**config.mk**
```make
export PLATFORM = sky130hd
export DESIGN_NAME = cbpe_front
export DESIGN_NICKNAME = d
export VERILOG_FILES = /design/src/rtl/core/cbpe_pkg.sv /design/src/rtl/core/cbpe_front.sv
export SDC_FILE = /design/constraint.sdc
export NUM_CORES = 2
export LEC_CHECK = 0
export BUFFER_PORTS_ARGS = -buffer_cell sky130_fd_sc_hd__buf_2
export CORE_MARGIN = 2
export CORE_UTILIZATION = 40
export CTS_CLUSTER_SIZE = 30
export DETAILED_ROUTE_END_ITERATION = 8
export PLACE_DENSITY = 0.51
export SETUP_SLACK_MARGIN = 0.5
export SYNTH_ARGS = -nofsm -noshare
export SYNTH_HDL_FRONTEND = slang
export SYNTH_SLANG_ARGS = --single-unit
```
**constraint.sdc**
```tcl
create_clock -name clk_i -period 23.7 [get_ports clk_i]
set_input_delay 4.74 -clock clk_i [delete_from_list [all_inputs] [get_ports clk_i]]
set_output_delay 4.74 -clock clk_i [all_outputs]
set_load 0.03 [all_outputs]
```
**src/rtl/core/cbpe_pkg.sv**
```systemverilog
// ----------------------------------------------------------------------------
// cbpe_pkg
// Shared widths, types and reset values of the cubic Bezier point evaluator.
// ----------------------------------------------------------------------------
package cbpe_pkg;

  localparam int U_FRAC_BITS = 12;
  localparam int COORD_WIDTH = 16;

  localparam int UW   = U_FRAC_BITS + 1;
  localparam int SQW  = 2 * UW;
  localparam int T3W  = UW + 2;
  localparam int WW   = 3 * U_FRAC_BITS + 1;
  localparam int RSH  = 3 * U_FRAC_BITS;
  localparam int PW   = WW + 1 + COORD_WIDTH;
  localparam int SW   = PW + 2;
  localparam int RW   = SW - RSH;

  localparam int NUM_REGS  = 8;
  localparam int REG_AW    = $clog2(NUM_REGS);
  localparam int CFG_IDX_W = REG_AW + 1;

  localparam int Q_DEPTH = 4;
  localparam int Q_AW    = $clog2(Q_DEPTH);
  localparam int Q_CW    = $clog2(Q_DEPTH + 1);

  localparam logic [COORD_WIDTH-1:0] CTRL_RST [NUM_REGS] = '{
    COORD_WIDTH'(-16384), COORD_WIDTH'(0),
    COORD_WIDTH'(-8192),  COORD_WIDTH'(-8192),
    COORD_WIDTH'(8192),   COORD_WIDTH'(8192),
    COORD_WIDTH'(16384),  COORD_WIDTH'(0)
  };

  typedef struct packed {
    logic [3:0][WW-1:0] w;
  } weights_t;

  typedef struct packed {
    logic full;
    logic empty;
  } q_stat_t;

endpackage

```
**src/rtl/core/cbpe_front.sv**
```systemverilog
// ----------------------------------------------------------------------------
// cbpe_front
// Clamps the curve parameter and forms the four Bernstein weights.
// ----------------------------------------------------------------------------
module cbpe_front
  import cbpe_pkg::*;
(
  input  logic                clk_i,
  input  logic                rst_ni,
  input  logic                in_valid_i,
  output logic                in_stall_o,
  input  logic [UW-1:0]       param_u_i,
  input  q_stat_t             q_stat_i,
  output logic                push_o,
  output weights_t            wdata_o
);

  localparam logic [UW-1:0] ONE = {1'b1, {U_FRAC_BITS{1'b0}}};

  logic              fe_en;
  logic              f0_vld_q, f1_vld_q, f2_vld_q;
  logic [UW-1:0]     u0_q, v0_q, u0_d, v0_d;
  logic [SQW-1:0]    uu_q, vv_q;
  logic [UW-1:0]     u1_q, v1_q;
  logic [T3W-1:0]    u3_q, v3_q;
  logic [SQW+T3W-1:0] m0, m1, m2, m3;
  weights_t          w_q;

  assign fe_en      = !q_stat_i.full || !f2_vld_q;
  assign in_stall_o = !fe_en;
  assign push_o     = f2_vld_q && !q_stat_i.full;
  assign wdata_o    = w_q;

  assign u0_d = (param_u_i > ONE) ? ONE : param_u_i;
  assign v0_d = ONE - u0_d;

  assign m0 = (SQW+T3W)'(vv_q * v1_q);
  assign m1 = (SQW+T3W)'(vv_q * u3_q);
  assign m2 = (SQW+T3W)'(uu_q * v3_q);
  assign m3 = (SQW+T3W)'(uu_q * u1_q);

  always_ff @(posedge clk_i or negedge rst_ni) begin
    if (!rst_ni) begin
      f0_vld_q <= 1'b0;
      f1_vld_q <= 1'b0;
      f2_vld_q <= 1'b0;
    end else if (fe_en) begin
      f0_vld_q <= in_valid_i;
      f1_vld_q <= f0_vld_q;
      f2_vld_q <= f1_vld_q;
    end
  end

  always_ff @(posedge clk_i) begin
    if (fe_en) begin
      u0_q    <= u0_d;
      v0_q    <= v0_d;
      uu_q    <= SQW'(u0_q * u0_q);
      vv_q    <= SQW'(v0_q * v0_q);
      u1_q    <= u0_q;
      v1_q    <= v0_q;
      u3_q    <= T3W'({u0_q, 1'b0}) + T3W'(u0_q);
      v3_q    <= T3W'({v0_q, 1'b0}) + T3W'(v0_q);
      w_q.w[0] <= m0[WW-1:0];
      w_q.w[1] <= m1[WW-1:0];
      w_q.w[2] <= m2[WW-1:0];
      w_q.w[3] <= m3[WW-1:0];
    end
  end

endmodule

```
==> results.sh <==
export IMPL_status="completed"
export IMPL_yosys_area_share_simple=0.1434
export IMPL_areaGrowthSynthToFinish_pct=6.949
export IMPL_worstSetupStartpoint="q_stat_i[1]"
export IMPL_avgRoutedWirePerCell_um=17.29
export IMPL_preCtsSetupSlack_ns=13.36
export IMPL_timing_rr_start="uu_q[0]"
export IMPL_r2r_end="wdata_o[110]"
export IMPL_rrSetupSlack_ns=15.70
export IMPL_yosysWarnings=0
export IMPL_final_core_util=0.4309
export IMPL_fmax_ghz=0.09713
export IMPL_gp_congestion=0.8514
export IMPL_synth_top_family_by_area="adder cells"
export IMPL_grt_max_degree=108
export IMPL_critPathCaptureType="output port"
export IMPL_period_needed_ns=10.30
export IMPL_numPortBuffers=166
export IMPL_clk_pin_slew_ns=0.05
export IMPL_clock_sinks=274
export IMPL_clockBufferDepth=3
export IMPL_crit_buf_inv=3
export IMPL_worstPathRequired_ns=18.96
export IMPL_seqCellArea_mm2=0.008213
export IMPL_cts_root_buf="clkbuf_16"
export IMPL_grt_most_used_layer="met2"
export IMPL_insertion_delay_ns=0.64
export IMPL_use_met1=0.2885
export IMPL_worstHoldStart="f1_vld_q"
export IMPL_ant_nets=0
export IMPL_synth_top_area_cell="fa_1"
export IMPL_dr_pass1_iters=5
export IMPL_nets=8121
export IMPL_die_area_mm2=0.1542
export IMPL_global_route_usage_met2=0.3078
export IMPL_finalNonFillerCells=8340
export IMPL_critical_path_top_delay_family="simple AND/OR/NAND/NOR gates"
export IMPL_vias=41160
export IMPL_cts_buffers=41
export IMPL_place_hpwl_um=113900
export IMPL_ys_seq_area_frac=0.1360
export IMPL_drc=0
export IMPL_crit_fanout=38
export IMPL_setup_tns_final_ns=0
export IMPL_hold_buffers=0
export IMPL_layout_drive_gt1_share=0.05281
export IMPL_synth_compound_area_share=0.05271
export IMPL_clock_skew_ns=0.02982
export IMPL_cts_tree="yes"
export IMPL_multi_input_area_mm2=0.04625
export IMPL_slew_viol_final=0
export IMPL_timing_final_hold_violations=0
export IMPL_grt_antenna_before_repair=2
export IMPL_fp_coreArea_mm2=0.1500
export IMPL_synthTopCellsByArea="fa_1, edfxtp_1, ha_1, inv_1, nand2_1"
export IMPL_ys_seq_elements=274
export IMPL_critPathKind="in -> out"
export IMPL_cp_arrival_ns=5.56
export IMPL_r2r_cells=22
export IMPL_grt_overflow=0
export IMPL_synthDominantCellAreaShare=0.4308
export IMPL_die_h_um=392.6
export IMPL_netlist_instances=6275
export IMPL_setup_ws_ns=13.40
export IMPL_worstMarginPinSlew_ns=1.247
export IMPL_netlist_area_mm2=0.06041
export IMPL_async_flop_share=0.01095
export IMPL_fin_crit_sh=0.4344
export IMPL_io_pins=168
export IMPL_cts_resized=0
export IMPL_grt_pass1_vias=44130
export IMPL_grt_pass1_wl_um=239100
export IMPL_use_met3=0.02470
export IMPL_cpMaxStageDelayCell="nand2_4"
export IMPL_maxCapViolCount=0
export IMPL_synthMuxAreaShare=0.0009113
export IMPL_synth_fa_ha_area_frac=0.5364
export IMPL_yosys_top_cells_count="inv_1, fa_1, nand2_1, ha_1, and2_1"
export IMPL_crit_path_start_kind="input pin"
export IMPL_rsz0062_at_grt="false"
export IMPL_viasPerCell=4.935
export IMPL_start_util=0.4029
export IMPL_syn_avg_cell_area_um2=9.627
export IMPL_drt_iter0_markers=2011
export IMPL_htree_levels=2
export IMPL_cpMostUsedCell="buf_2"
export IMPL_slew_headroom=0.1688
export IMPL_num_rows=142
export IMPL_crit_path_max_incr_delay_ns=0.39
export IMPL_grtUsageTotal=0.1960
export IMPL_crit_chain="buf_2 > nand2_4 > inv_1 > buf_2"
export IMPL_routed_wl_um=144200
export IMPL_post_cts_buffers=0
export IMPL_synthDistinctLibCells=79
export IMPL_setup_viol=0
export IMPL_worst_path_stages=4
export IMPL_synth_enable_flop_cells=271
export IMPL_yosysMostFrequentCell="inv_1"
export IMPL_synthFlopType="edfxtp_1"
export IMPL_hold_path_class="reg -> reg"
export IMPL_cp_endpoint="in_stall_o"
export IMPL_nFillCells=14880
export IMPL_antennaDiodeCount=0
export IMPL_die_w_um=392.6
export IMPL_dp_cells=8266
export IMPL_synth_xor_area_frac=0.03059
==> layout make-up <==
type,count,area share
Multi-Input combinational cell,4418,0.7159
Timing Repair Buffer,235,0.02107
Inverter,1323,0.07686
Sequential cell,274,0.1271
Clock buffer,46,0.01650
Tap cell,2016,0.03904
Clock inverter,28,0.003525
==> flip-flops by register name, indices dropped and copies added (netlist names) <==
register,flops
v0_q,12
wdata_o,145
v3_q,14
vv_q,24
uu_q,25
f1_vld_q,1
f0_vld_q,1
v1_q,12
u1_q,12
u0_q,13
u3_q,14
f2_vld_q,1
==> worst register-to-register path: stages (launching register included) <==
cell	delay, ns
edfxtp_1	0.48
buf_4	0.52
buf_4	0.60
nand2_1	0.25
fa_1	0.50
fa_1	0.55
inv_1	0.06
fa_1	0.50
inv_1	0.06
fa_1	0.55
fa_1	0.42
fa_1	0.49
inv_1	0.04
ha_1	0.36
o21ai_0	0.26
o21a_1	0.15
o21ai_1	0.09
a211oi_1	0.60
a21oi_1	0.34
a31oi_1	0.47
o311ai_1	0.19
a21oi_1	0.21
xnor2_1	0.08
==> worst min-delay path by stage <==
stage                 end  slack [ns]  cells past startpoint
2_1_floorplan  wdata_o[0]        0.42                      0
3_3_place_gp     f2_vld_q        0.44                      1
3_5_place_dp     f2_vld_q        0.45                      1
4_1_cts          f2_vld_q        0.46                      1
5_1_grt          f2_vld_q        0.46                      1
6_report         f2_vld_q        0.46                      1
==> logic make-up (layout without fill, tap and decap cells) <==
family / Yosys count / after routing
mux: 5 / 5
flops: 274 / 274
other cells: 2 / 23
compound gates: 490 / 490
simple gates: 1879 / 1879
xor+xnor: 211 / 211
buf+inv: 1604 / 1632
fa+ha+maj: 1810 / 1810
==> routing by layer <==
metal	up-vias	routed length (um)
li1	18920	-
met3	125	6532
met2	784	64780
met1	21340	69600
met4	0	3320
met5	-	0
==> metrics by stage <==
stage | cell area (um^2) | hold WS, ns
global route | 64610 | 0.4648
floorplan | 60490 | 0.4244
detailed placement | 63310 | 0.4473
global placement | 63310 | 0.4388
finish | 64610 | 0.4560
CTS | 64610 | 0.4581
==> placed cells by master (no fill, tap or decap), types with 64 or more instances in the layout <==
master    instances
buf_2           166
edfxtp_1        271
o21ai_0          81
fa_1           1300
a21oi_1         147
a21o_1           64
nand2_1        1022
nor2_1          188
buf_4            68
xnor2_1         152
inv_1          1321
and2_1          487
ha_1            510
Power is left out: the tool's default activity adds up to more than one toggle a clock period on the data nets, which glitch-free logic cannot reach.
