--- config.mk ---
export PLATFORM = sky130hd
export DESIGN_NAME = cbpe_queue
export DESIGN_NICKNAME = d
export VERILOG_FILES = /design/src/rtl/core/cbpe_pkg.sv /design/src/rtl/core/cbpe_queue.sv
export SDC_FILE = /design/constraint.sdc
export NUM_CORES = 1
export LEC_CHECK = 0
export BUFFER_PORTS_ARGS = -buffer_cell sky130_fd_sc_hd__buf_2
export CORE_ASPECT_RATIO = 0.7
export CORE_MARGIN = 2
export CORE_UTILIZATION = 50
export DETAILED_ROUTE_END_ITERATION = 10
export GPL_TIMING_DRIVEN = 1
export HOLD_SLACK_MARGIN = 0.05
export PLACE_DENSITY = 0.71
export RECOVER_POWER = 100
export REMOVE_ABC_BUFFERS = 1
export SLEW_MARGIN = 20
export SYNTH_ARGS = -nofsm -noshare
export SYNTH_HDL_FRONTEND = slang
export SYNTH_SLANG_ARGS = --single-unit
--- constraint.sdc ---
create_clock -name clk_i -period 12.9 [get_ports clk_i]
set_input_delay 1.935 -clock clk_i [delete_from_list [all_inputs] [get_ports clk_i]]
set_output_delay 1.935 -clock clk_i [all_outputs]
set_load 0.02 [all_outputs]
--- src/rtl/core/cbpe_pkg.sv ---
// ----------------------------------------------------------------------------
// cbpe_pkg
// Shared widths, types and reset values of the cubic Bezier point evaluator.
// ----------------------------------------------------------------------------
package cbpe_pkg;

  localparam int U_FRAC_BITS = 12;
  localparam int COORD_WIDTH = 16;

  localparam int UW   = U_FRAC_BITS + 1;
  localparam int SQW  = 2 * UW;
  localparam int T3W  = UW + 2;
  localparam int WW   = 3 * U_FRAC_BITS + 1;
  localparam int RSH  = 3 * U_FRAC_BITS;
  localparam int PW   = WW + 1 + COORD_WIDTH;
  localparam int SW   = PW + 2;
  localparam int RW   = SW - RSH;

  localparam int NUM_REGS  = 8;
  localparam int REG_AW    = $clog2(NUM_REGS);
  localparam int CFG_IDX_W = REG_AW + 1;

  localparam int Q_DEPTH = 4;
  localparam int Q_AW    = $clog2(Q_DEPTH);
  localparam int Q_CW    = $clog2(Q_DEPTH + 1);

  localparam logic [COORD_WIDTH-1:0] CTRL_RST [NUM_REGS] = '{
    COORD_WIDTH'(-16384), COORD_WIDTH'(0),
    COORD_WIDTH'(-8192),  COORD_WIDTH'(-8192),
    COORD_WIDTH'(8192),   COORD_WIDTH'(8192),
    COORD_WIDTH'(16384),  COORD_WIDTH'(0)
  };

  typedef struct packed {
    logic [3:0][WW-1:0] w;
  } weights_t;

  typedef struct packed {
    logic full;
    logic empty;
  } q_stat_t;

endpackage

--- src/rtl/core/cbpe_queue.sv ---
// ----------------------------------------------------------------------------
// cbpe_queue
// Short queue of weight words between the front and the back.
// ----------------------------------------------------------------------------
module cbpe_queue
  import cbpe_pkg::*;
(
  input  logic      clk_i,
  input  logic      rst_ni,
  input  logic      push_i,
  input  weights_t  wdata_i,
  input  logic      pop_i,
  output weights_t  rdata_o,
  output q_stat_t   stat_o
);

  weights_t          mem_q [Q_DEPTH];
  logic [Q_AW-1:0]   wr_ptr_q, rd_ptr_q;
  logic [Q_CW-1:0]   cnt_q;

  assign stat_o.full  = (cnt_q == Q_CW'(Q_DEPTH));
  assign stat_o.empty = (cnt_q == '0);
  assign rdata_o      = mem_q[rd_ptr_q];

  always_ff @(posedge clk_i or negedge rst_ni) begin
    if (!rst_ni) begin
      wr_ptr_q <= '0;
      rd_ptr_q <= '0;
      cnt_q    <= '0;
    end else begin
      if (push_i) wr_ptr_q <= wr_ptr_q + Q_AW'(1);
      if (pop_i)  rd_ptr_q <= rd_ptr_q + Q_AW'(1);
      if (push_i && !pop_i)      cnt_q <= cnt_q + Q_CW'(1);
      else if (pop_i && !push_i) cnt_q <= cnt_q - Q_CW'(1);
    end
  end

  always_ff @(posedge clk_i) begin
    if (push_i) mem_q[wr_ptr_q] <= wdata_i;
  end

`ifndef SYNTHESIS
  a_no_overflow: assert property (@(posedge clk_i) disable iff (!rst_ni)
    !(push_i && stat_o.full)) else $error("queue push while full");
  a_no_underflow: assert property (@(posedge clk_i) disable iff (!rst_ni)
    !(pop_i && stat_o.empty)) else $error("queue pop while empty");
  a_cnt_bound: assert property (@(posedge clk_i) disable iff (!rst_ni)
    cnt_q <= Q_CW'(Q_DEPTH)) else $error("queue count out of range");
`endif

endmodule

==> results of run 1 <==
-- worst paths after layout --
| path | startpoint | end | slack, ns |
|---|---|---|---|
| max | rd_ptr_q[0] | rdata_o[124] | 4.55 |
| min | cnt_q[2] | cnt_q[2] | 0.49 |
| max reg2reg | wr_ptr_q[1] | mem_q[1][48] | 5.68 |
| min reg2reg | cnt_q[2] | cnt_q[2] | 0.49 |
| max in group asynchronous | rst_ni | rd_ptr_q[1] | 11.34 |
| min in group asynchronous | rst_ni | cnt_q[1] | 1.25 |
-- layer usage --
| metal | part of all wire (%) | global-route usage, % | vias to the layer above | wire length [um] |
|---|---|---|---|---|
| li1 | - | - | 4184 | - |
| met1 | 42 | 24.89 | 4989 | 16830 |
| met2 | 49 | 28.13 | 268 | 19750 |
| met3 | 7.5 | 5.560 | 59 | 3025 |
| met4 | 1.8 | 4.536 | 4 | 746 |
| met5 | 0.072 | 0 | - | 29 |
-- cell usage in the layout, fill, tap and decap left out, types with 3 or more instances in the layout --
cell type / n
and2_0: 4
buf_2: 4
buf_4: 4
bufinv_16: 5
clkbuf_1: 313
clkbuf_16: 55
clkinv_1: 17
clkinv_2: 10
clkinv_4: 3
dfrtp_1: 6
edfxtp_1: 592
ha_1: 5
inv_1: 4
mux4_2: 148
xor2_1: 4
-- cells in the mapped netlist (2+ instances only) --
library cell | instances | area share [%]
mux4_2 | 148 | 15
buf_2 | 18 | 0.41
dfrtp_1 | 7 | 0.81
clkbuf_1 | 4 | 0.069
inv_1 | 4 | 0.069
nand2_1 | 2 | 0.035
xor2_1 | 4 | 0.16
edfxtp_1 | 592 | 82
ha_1 | 5 | 0.29
xnor2_1 | 2 | 0.081
buf_6 | 11 | 0.57
and2_1 | 4 | 0.12
-- cells by family after synthesis --
| logic type | share of synthesized area [%] |
|---|---|
| adder cells (fa/ha/maj) | 0.3799 |
| buffers and inverters | 1.157 |
| flip-flops | 82.59 |
| XOR/XNOR | 0.2418 |
| multiplexers | 15.39 |
| AND/OR/NAND/NOR | 0.2245 |
| AO/OA/AOI/OAI | 0.02300 |
-- registers in the layout, indices dropped and copies added (netlist names) --
| register | flops |
|---|---|
| cnt_q | 3 |
| rd_ptr_q | 2 |
| mem_q | 592 |
| wr_ptr_q | 2 |
-- critical path: cells and delay by family, from the launching register on --
family | cells | cell delay, ns
buffers and inverters | 3 | 3.40
DFF | 1 | 1.69
muxes | 1 | 0.71
-- power by group through the flow --
stage	logic, mW	registers, mW	clock network, mW
5_1_grt	1.89	2.75	1.66
2_1_floorplan	1.26	2.85	0
3_5_place_dp	1.88	2.72	0
3_3_place_gp	1.87	2.70	0
6_report	1.76	2.71	1.55
4_1_cts	1.89	2.68	1.59
-- area by class of cell --
class	instances	share of cell area (%)
Sequential cell	599	71.37
Multi-Input combinational cell	171	14.04
Clock buffer	61	5.560
Inverter	4	0.05968
Clock inverter	38	1.253
Antenna cell	2	0.01989
Timing Repair Buffer	315	4.779
Tap cell	585	2.909
-- through the flow --
stage / util [%] / worst slack (ns)
2_1_floorplan: - / 4.469
3_3_place_gp: 55.94 / 7.787
3_5_place_dp: 55.94 / 7.729
4_1_cts: 59.96 / 7.096
5_1_grt: 58.98 / 3.533
6_report: 58.99 / 4.546
==> metrics.txt, run 1 <==
outcome finished with violations; violated checks capacitance limit, slew limit; Cell Pwr Density between 200 and 250 nW/um2; Netlist Area Pre-Place 21740 um2; DP Area roughly 24000 um2; commonest register cell after synthesis edfxtp_1; reg2reg path depth 5; RSZ-0062 raised after global routing false; DRC viols 0; distinct cell type count after synthesis 19; hold depth 1; routed via count 9504; CTS buffer count 53; cts hold-fix bufs 0; fin crit period ~8.4 ns; # IOs between 300 and 400; final hold violations 0; Core Area ~43000 um2; clk sink count about 600; Mapped Cells slightly above 800; Die Span X roughly 250 um; Sw Share 31.82%; I/O Buffers 301; max frequency ~120 MHz; Worst path slowest cell clkbuf_1; Final Skew 0.01073 ns; Routed WL slightly above 40000 um; first-pass GRT wire length a little over 60000 um; CTS tree yes; Flop pwr share 44.9%; headroom to the max-slew limit -194.2%; Pre-antenna DRT Iters 4; Area Growth Syn to Fin 15.74%; Final #Nets 1302; htree depth 2; clock power share 25.8%; maxcap violations 15; slowest stage delay, CP between 1.5 and 2 ns; total grt overflow 0; CP Cell Sequence clkbuf_1, clkbuf_1, mux4_2, clkbuf_1; Multi-input gate area about 3500 um2; Max Root-Sink Buffers 3; Yosys Warn Count 0; Yosys reg bits between 500 and 600; Crit Path Category register to output pin; Post-CTS Setup Repair Bufs 0; Pleak between 7 and 8 nW; area of the die roughly 45000 um2; total power 6.021 mW; Starting DRT DRC Count 718; fin area roughly 25000 um2; die height between 150 and 200 um; Post-synth EDFFs 592; fillers roughly 3100; num rows 63; Total Routing Usage GR 17.94%; DP Cell Count between 1500 and 2000; FF+latch area roughly 18000 um2; Critical Path Most Common Cell clkbuf_1; Starting Density 50.97%; Slew Viols, Final slightly below 700; CP endpoint kind output pin; Skew-Pair Late Insertion Delay slightly below 0.6 ns; setup total negative slack 0 ns; Via-to-Cell Ratio ~5.4; Final period util about two thirds; worst path arrival time approximately 6.4 ns; required time of the critical path between 10 and 15 ns; vias in the first global route 9974; DP HPWL 24490 um; share of cells above drive strength 1 approximately 20%; largest net degree at the start of global routing a little under 70; Worst-Margin Slew roughly 4.4 ns; fin cells around 1800; Comb power frac between 20% and 30%; Switch Pwr 1.916 mW; Avg Synthesized Cell Area ~27 um2; asr flop ratio synth under 10%; Crit Path Max Fanout 32; Post-CTS Resized 0; Finish-stage setup viols 0; Hold Path Class register to register; Post-DRT Antenna Nets 0; GPL Wtd Cong approximately 0.74; clock-pin slew on the worst setup and hold paths 0.06 ns; internal power 4.105 mW; Seq/Total Area, Yosys 82.59%; Hold WS between 0.4 and 0.5 ns; crit start category register; initial antenna violation count 4; routed len/inst around 23 um; Worst VDD drop around 0.00016 V; CTS Root Cell clkbuf_16
Power figures use the tool's default switching activity.
==> run 2, diff against run 1 <==
ABC_AREA = 1   (was not set)
PLACE_DENSITY = 0.73   (was 0.71)
clock period = 6.9 ns   (was 12.9 ns; I/O delays follow)
==> run 2 against run 1 <==
Compared with the run above: the flow still finishes with violations (capacitance limit, slew limit); largest cell class unchanged; sequential share of layout area down 4.7 points; setup slack worse by 2.9 ns; clock-buffer cell count up 4; synthesized cell count up 120%; register-to-register slack worse by 4.0 ns; sequential cell count unchanged; critical endpoint is now rdata_o[135].
==> metrics.txt, run 2 <==
share of cells above drive strength 1 4.646% (-15 points); Area Growth Syn to Fin 12.05%; final hold violations 0 (unchanged); # IOs 302 (unchanged); DP Cell Count 2609 (+56%); CP endpoint kind output pin; Final #Nets 2203 (+69%); CP Launch Point rd_ptr_q[0]; clk sink count 599 (unchanged); Slew Viols, Final 429 (-36%); Worst VDD drop 0.0003370 V (+120%); Max Root-Sink Buffers 3 (unchanged); Hold Path Class input port to async pin; Routed WL 49280 um (+22%); violated checks capacitance limit, slew limit; Synth area leaders edfxtp_1 (74%), o211ai_1 (9.2%), nand2_1 (7.1%); Pleak 10.02 nW (+28%); count leader, synth edfxtp_1; Yosys reg bits 599 (unchanged); Total Routing Usage GR 19.87% (+1.9 points); cts hold-fix bufs 0 (unchanged); Post-CTS Setup Repair Bufs 0 (unchanged); required time of the critical path 5.86 ns (-5.11 ns); dominant cell type by area after synthesis edfxtp_1; CTS buffer count 54 (+1.9%); Starting Density 50.46% (-0.51 points); Skew-Pair Late Insertion Delay 0.60 ns (+0.02 ns); Post-synth EDFFs 592 (unchanged); register-to-register setup slack 1.72 ns (-3.96 ns); largest net degree at the start of global routing 285 (+310%); top flop regs mem_q (592), cnt_q (3); Netlist Area Pre-Place 24030 um2 (+11%); max reg flops 592 (unchanged); maxcap violations 8 (-7); fillers 3870 (+24%); DRC viols 0 (unchanged); max frequency approximately 190 MHz; fin crit period 5.210 ns; r2r startpoint wr_ptr_q[0]; total grt overflow 0 (unchanged); Final Skew 0.01501 ns (+0.004281 ns); fin worst setup slack 1.690 ns (-2.856 ns); commonest non-fill, non-tap cells in the layout edfxtp_1 (592), nand2_1 (457), clkbuf_1 (306), inv_1 (303), o211ai_1 (296); Mapped Cells 1775 (+120%); Worst-Margin Slew 3.559 ns (-0.8517 ns); Hold WS 0.3461 ns (-0.1477 ns); Critical Path End rdata_o[135]; Biggest register mem_q; Core Area 47620 um2 (+12%); vias in the first global route 13700 (+37%); Post-CTS Resized 0 (unchanged); CTS tree yes; Post-DRT Antenna Nets 0 (unchanged); area of the die 49850 um2 (+10%); DP Area 25620 um2 (+7.4%); Crit Path Max Fanout 195 (+510%); RR Endpoint mem_q[0][65]; outcome finished with violations; asr flop ratio synth 1.169% (unchanged); Crit Path Category register to output pin; Via-to-Cell Ratio 5.139 (-4.0%); most common cell after layout, fill and taps aside edfxtp_1; area fraction of the dominant cell type after synthesis 73.98% (-7.8 points); clock-pin slew on the worst setup and hold paths 0.06 ns (about the same); first-pass GRT wire length 76690 um (+27%); Yosys Warn Count 0 (unchanged); headroom to the max-slew limit -138.5% (+56 points); Seq/Total Area, Yosys 74.71% (-7.9 points); reg2reg path depth 5 (unchanged); commonest register cell after synthesis edfxtp_1; Pre-antenna DRT Iters 7 (+3); Die Span X 266.0 um (+5.1%); CTS Root Cell clkbuf_16; die height 187.4 um (+5.0%); worst path arrival time 4.17 ns (-2.25 ns); routed via count 13950 (+47%); Finish-stage setup viols 0 (unchanged); top cells by count, synth edfxtp_1 (592), nand2_1 (457), inv_1 (307); Setup WS pre-CTS 3.014 ns (-4.715 ns); num rows 67 (+6.3%); RSZ-0062 raised after global routing false; Final period util 75.50%; Cell Pwr Density 448.1 nW/um2 (+87%); I/O Buffers 301 (unchanged); htree depth 2 (unchanged); crit start category register; fin area 26920 um2 (+7.0%); initial antenna violation count 11 (+7); fin util 56.55% (-2.4 points); Starting DRT DRC Count 1330 (+85%); GPL Wtd Cong 0.8030 (+8.6%); fin cells 2715 (+53%); routed len/inst 18.15 um (-20%); distinct cell type count after synthesis 18 (-1); Avg Synthesized Cell Area 13.54 um2 (-50%); DP HPWL 29490 um (+20%)
[run 2: worst max-delay path, stage by stage, from the launching register on]
cell and delay (ns):
dfrtp_1 1.73, buf_12 0.42, buf_16 0.47, o211ai_1 0.29, nand2_1 0.18, clkbuf_1 0.25
[run 2: report_power, final]
part | internal [mW] | total, mW | switching, mW
clock | 1.57 | 2.83 | 1.26
combinational | 1.05 | 4.15 | 3.10
sequential | 4.79 | 5.08 | 0.288
total | 7.41 | 12.1 | 4.65
[run 2: cells by family (layout without fill, tap and decap cells)]
| group | Yosys count | in the layout | synth area share (%) |
|---|---|---|---|
| AO/OA/AOI/OAI | 297 | 297 | 9.269 |
| XOR/XNOR | 4 | 4 | 0.1458 |
| adder cells (fa/ha/maj) | 6 | 6 | 0.3437 |
| buffers and inverters | 408 | 721 | 8.300 |
| flip-flops | 599 | 599 | 74.71 |
| other | 0 | 6 | 0 |
| AND/OR/NAND/NOR | 461 | 461 | 7.228 |
[run 2: worst min-delay path by stage]
stage / endpoint / slack [ns] / depth (start not counted)
after floorplan: cnt_q[2] / 0.46 / 2
after global placement: cnt_q[2] / 0.49 / 2
after detailed placement: cnt_q[2] / 0.49 / 2
after CTS: cnt_q[1] / 0.24 / 1
after global routing: cnt_q[1] / 0.34 / 1
final: rd_ptr_q[0] / 0.35 / 1
[run 2: metrics by stage]
step / power (mW) / setup TNS, ns
2_1_floorplan: 7.961 / -632.74
3_3_place_gp: 9.404 / 0
3_5_place_dp: 9.487 / 0
4_1_cts: 12.33 / 0
5_1_grt: 12.77 / 0
6_report: 12.07 / 0
[run 2: area by class of cell]
| cell class | count | area [um2] | area share, % |
|---|---|---|---|
| flip-flops and latches | 599 | 17960 | 66.69 |
| multi-input cells | 768 | 4081 | 15.16 |
| clock buffers | 65 | 1414 | 5.251 |
| repair buffers | 314 | 1259 | 4.675 |
| inverters | 308 | 1174 | 4.359 |
| well taps | 621 | 777.0 | 2.886 |
| clock inverters | 34 | 249.0 | 0.9248 |
| diodes | 6 | 15.01 | 0.05576 |
[run 2: per-layer routing]
metal,GRT usage [%],share of wire (%),vias up
met4,5.726,2.1,14
li1,-,-,6730
met5,0,0.19,-
met3,5.108,8.0,84
met2,31.80,47,426
met1,27.06,43,6698
==> run 3, diff against run 2 <==
PLACE_DENSITY = 0.7   (was 0.73)
clock period = 4.9 ns   (was 6.9 ns; I/O delays follow)
==> run 3 against run 2 <==
Compared with the run above: the run still ends with capacitance limit, slew limit left; via count is 0.21% lower; clock power up 44%; cell area increased by 0.60%; critical path type unchanged.
==> metrics.txt, run 3 (synthesis gave the netlist of run 2 again) <==
Worst path slowest cell inv_2; Core Area 47620 um2 (unchanged); maxcap violations 4 (-4); routed via count 13920 (-0.21%); final hold violations 0 (unchanged); fin cells 2726 (+0.41%); register-to-register setup slack 1.06 ns (-0.66 ns); r2r startpoint wr_ptr_q[0]; Final period util 83.71%; vias in the first global route 13790 (+0.66%); clock-pin slew on the worst setup and hold paths 0.06 ns (about the same); Post-CTS Setup Repair Bufs 0 (unchanged); Buf/Inv on CP 3 (unchanged); CP endpoint kind output pin; Via-to-Cell Ratio 5.107 (-0.61%); DP Cell Count 2622 (+0.50%); fin crit period ~4 ns; RSZ-0062 raised after global routing false; CTS buffer count 55 (+1.9%); Worst-Margin Slew 2.419 ns (-1.140 ns); most common cell after layout, fill and taps aside edfxtp_1; htree depth 2 (unchanged); Skew-Pair Late Insertion Delay 0.59 ns (about the same); # IOs 302 (unchanged); commonest non-fill, non-tap cells in the layout edfxtp_1 (592), nand2_1 (457), clkbuf_1 (306), inv_1 (303), o211ai_1 (296); crit-path leading delay family buffers and inverters; Worst VDD drop 0.0005288 V (+57%); fillers 3842 (-0.72%); Slew Viols, Final 326 (-24%); violated checks capacitance limit, slew limit; Starting DRT DRC Count 994 (-25%); clk sink count 599 (unchanged); Max Root-Sink Buffers 3 (unchanged); Critical Path Most Common Cell clkbuf_1; CTS tree yes; Cell Pwr Density 632.4 nW/um2 (+41%); max frequency around 240 MHz; area of the die 49850 um2 (unchanged); Finish-stage setup viols 0 (unchanged); routed len/inst 17.77 um (-2.1%); cts hold-fix bufs 1 (+1); worst path arrival time 3.37 ns (-0.80 ns); setup total negative slack 0 ns (unchanged); crit start category register; DP HPWL 27980 um (-5.1%); outcome finished with violations; Critical Path End rdata_o[32]; Final #Nets 2217 (+0.64%); top flop regs mem_q (592), cnt_q (3); required time of the critical path 4.16 ns (-1.70 ns); Starting Density 50.46% (unchanged); max reg flops 592 (unchanged); CP Launch Point rd_ptr_q[1]; largest net degree at the start of global routing 149 (-48%); Routed WL 48450 um (-1.7%); total grt overflow 0 (unchanged); share of cells above drive strength 1 5.468% (+0.82 points); Crit Path Category register to output pin; first-pass GRT wire length 75650 um (-1.4%); Die Span X 266.0 um (unchanged); Pre-antenna DRT Iters 6 (-1); Pleak 10.11 nW (+0.98%); hold depth 2; initial antenna violation count 6 (-5); Crit. path cell count 5 (unchanged); reg2reg path depth 5 (unchanged); DRC viols 0 (unchanged); CTS Root Cell clkbuf_16; Biggest register mem_q; Area Growth Syn to Fin 12.73%; die height 187.4 um (unchanged); Crit Path Max Fanout 52 (-73%); Total Routing Usage GR 19.50% (-0.37 points); slowest stage delay, CP 0.82 ns (-0.91 ns); RR Endpoint mem_q[2][24]; I/O Buffers 301 (unchanged); CP Cell Sequence inv_2, clkbuf_1, o211ai_1, nand2_1, clkbuf_1; Hold Path Class input port to register; Final Skew 0.01098 ns (-0.004032 ns); Post-CTS Resized 0 (unchanged); GPL Wtd Cong 0.7679 (-4.4%); headroom to the max-slew limit -61.25% (+77 points); Post-DRT Antenna Nets 0 (unchanged); num rows 67 (unchanged)
==> run 3: changes by cell type in the layout (fill, tap and decap cells not counted), moves of 2 or more <==
| cell | before | now |
|---|---|---|
| diode_2 | 6 | 2 |
| buf_2 | 9 | 21 |
| clkbuf_16 | 55 | 57 |
| buf_12 | 2 | 7 |
| buf_4 | 2 | 6 |
| clkinv_1 | 16 | 13 |
| clkinvlp_4 | 5 | 7 |
| clkinv_4 | 2 | 0 |
| inv_6 | 4 | 0 |
| clkinv_2 | 7 | 11 |
| clkinvlp_2 | 2 | 0 |
| clkbuf_2 | 4 | 0 |
==> run 3: through the flow <==
step	hold WS, ns	area (um2)	utilization, %	setup WS, ns	power (mW)
after floorplan	0.4394	23190	-	-5.937	10.72
after CTS	0.3077	27510	57.77	1.463	17.55
after global routing	0.3655	27080	56.87	0.6429	18.13
after detailed placement	0.5015	25800	54.19	2.176	13.46
final	0.3915	27090	56.88	0.7981	17.13
after global placement	0.4877	25800	54.19	2.180	13.33
==> run 3: cell type report <==
type / count / area (um2) / share of cell area (%)
antenna: 2 / 5.005 / 0.01848
sequential: 599 / 17960 / 66.31
multi-input combinational: 768 / 4081 / 15.07
timing repair buffer: 327 / 1396 / 5.155
clock inverter: 30 / 216.5 / 0.7992
tap: 621 / 777.0 / 2.869
clock buffer: 71 / 1479 / 5.460
inverter: 308 / 1171 / 4.324
==> run 3: per-layer routing <==
metal  global-route usage, %  wire, um  vias up
met5                       0        67        -
met4                   4.948       965       10
met3                   5.714      3797       83
met2                   31.42     22530      375
met1                   26.18     21090     6690
li1                        -         -     6765
==> run 3: worst min path at each step <==
stage                from     endpoint  slack (ns)
2_1_floorplan      rst_ni     cnt_q[0]        0.44
3_5_place_dp     cnt_q[2]     cnt_q[2]        0.50
5_1_grt             pop_i  rd_ptr_q[0]        0.37
6_report            pop_i  rd_ptr_q[0]        0.39
3_3_place_gp     cnt_q[2]     cnt_q[2]        0.49
4_1_cts        wdata_i[6]  mem_q[3][6]        0.31
==> run 3: report_power, final <==
part / total, mW / switching (mW) / leakage [nW] / internal (mW)
registers: 7.06 / 0.314 / 5.52 / 6.75
clock network: 4.07 / 1.79 / 0.825 / 2.28
logic: 6.00 / 4.45 / 3.77 / 1.55
total: 17.1 / 6.56 / 10.1 / 10.6
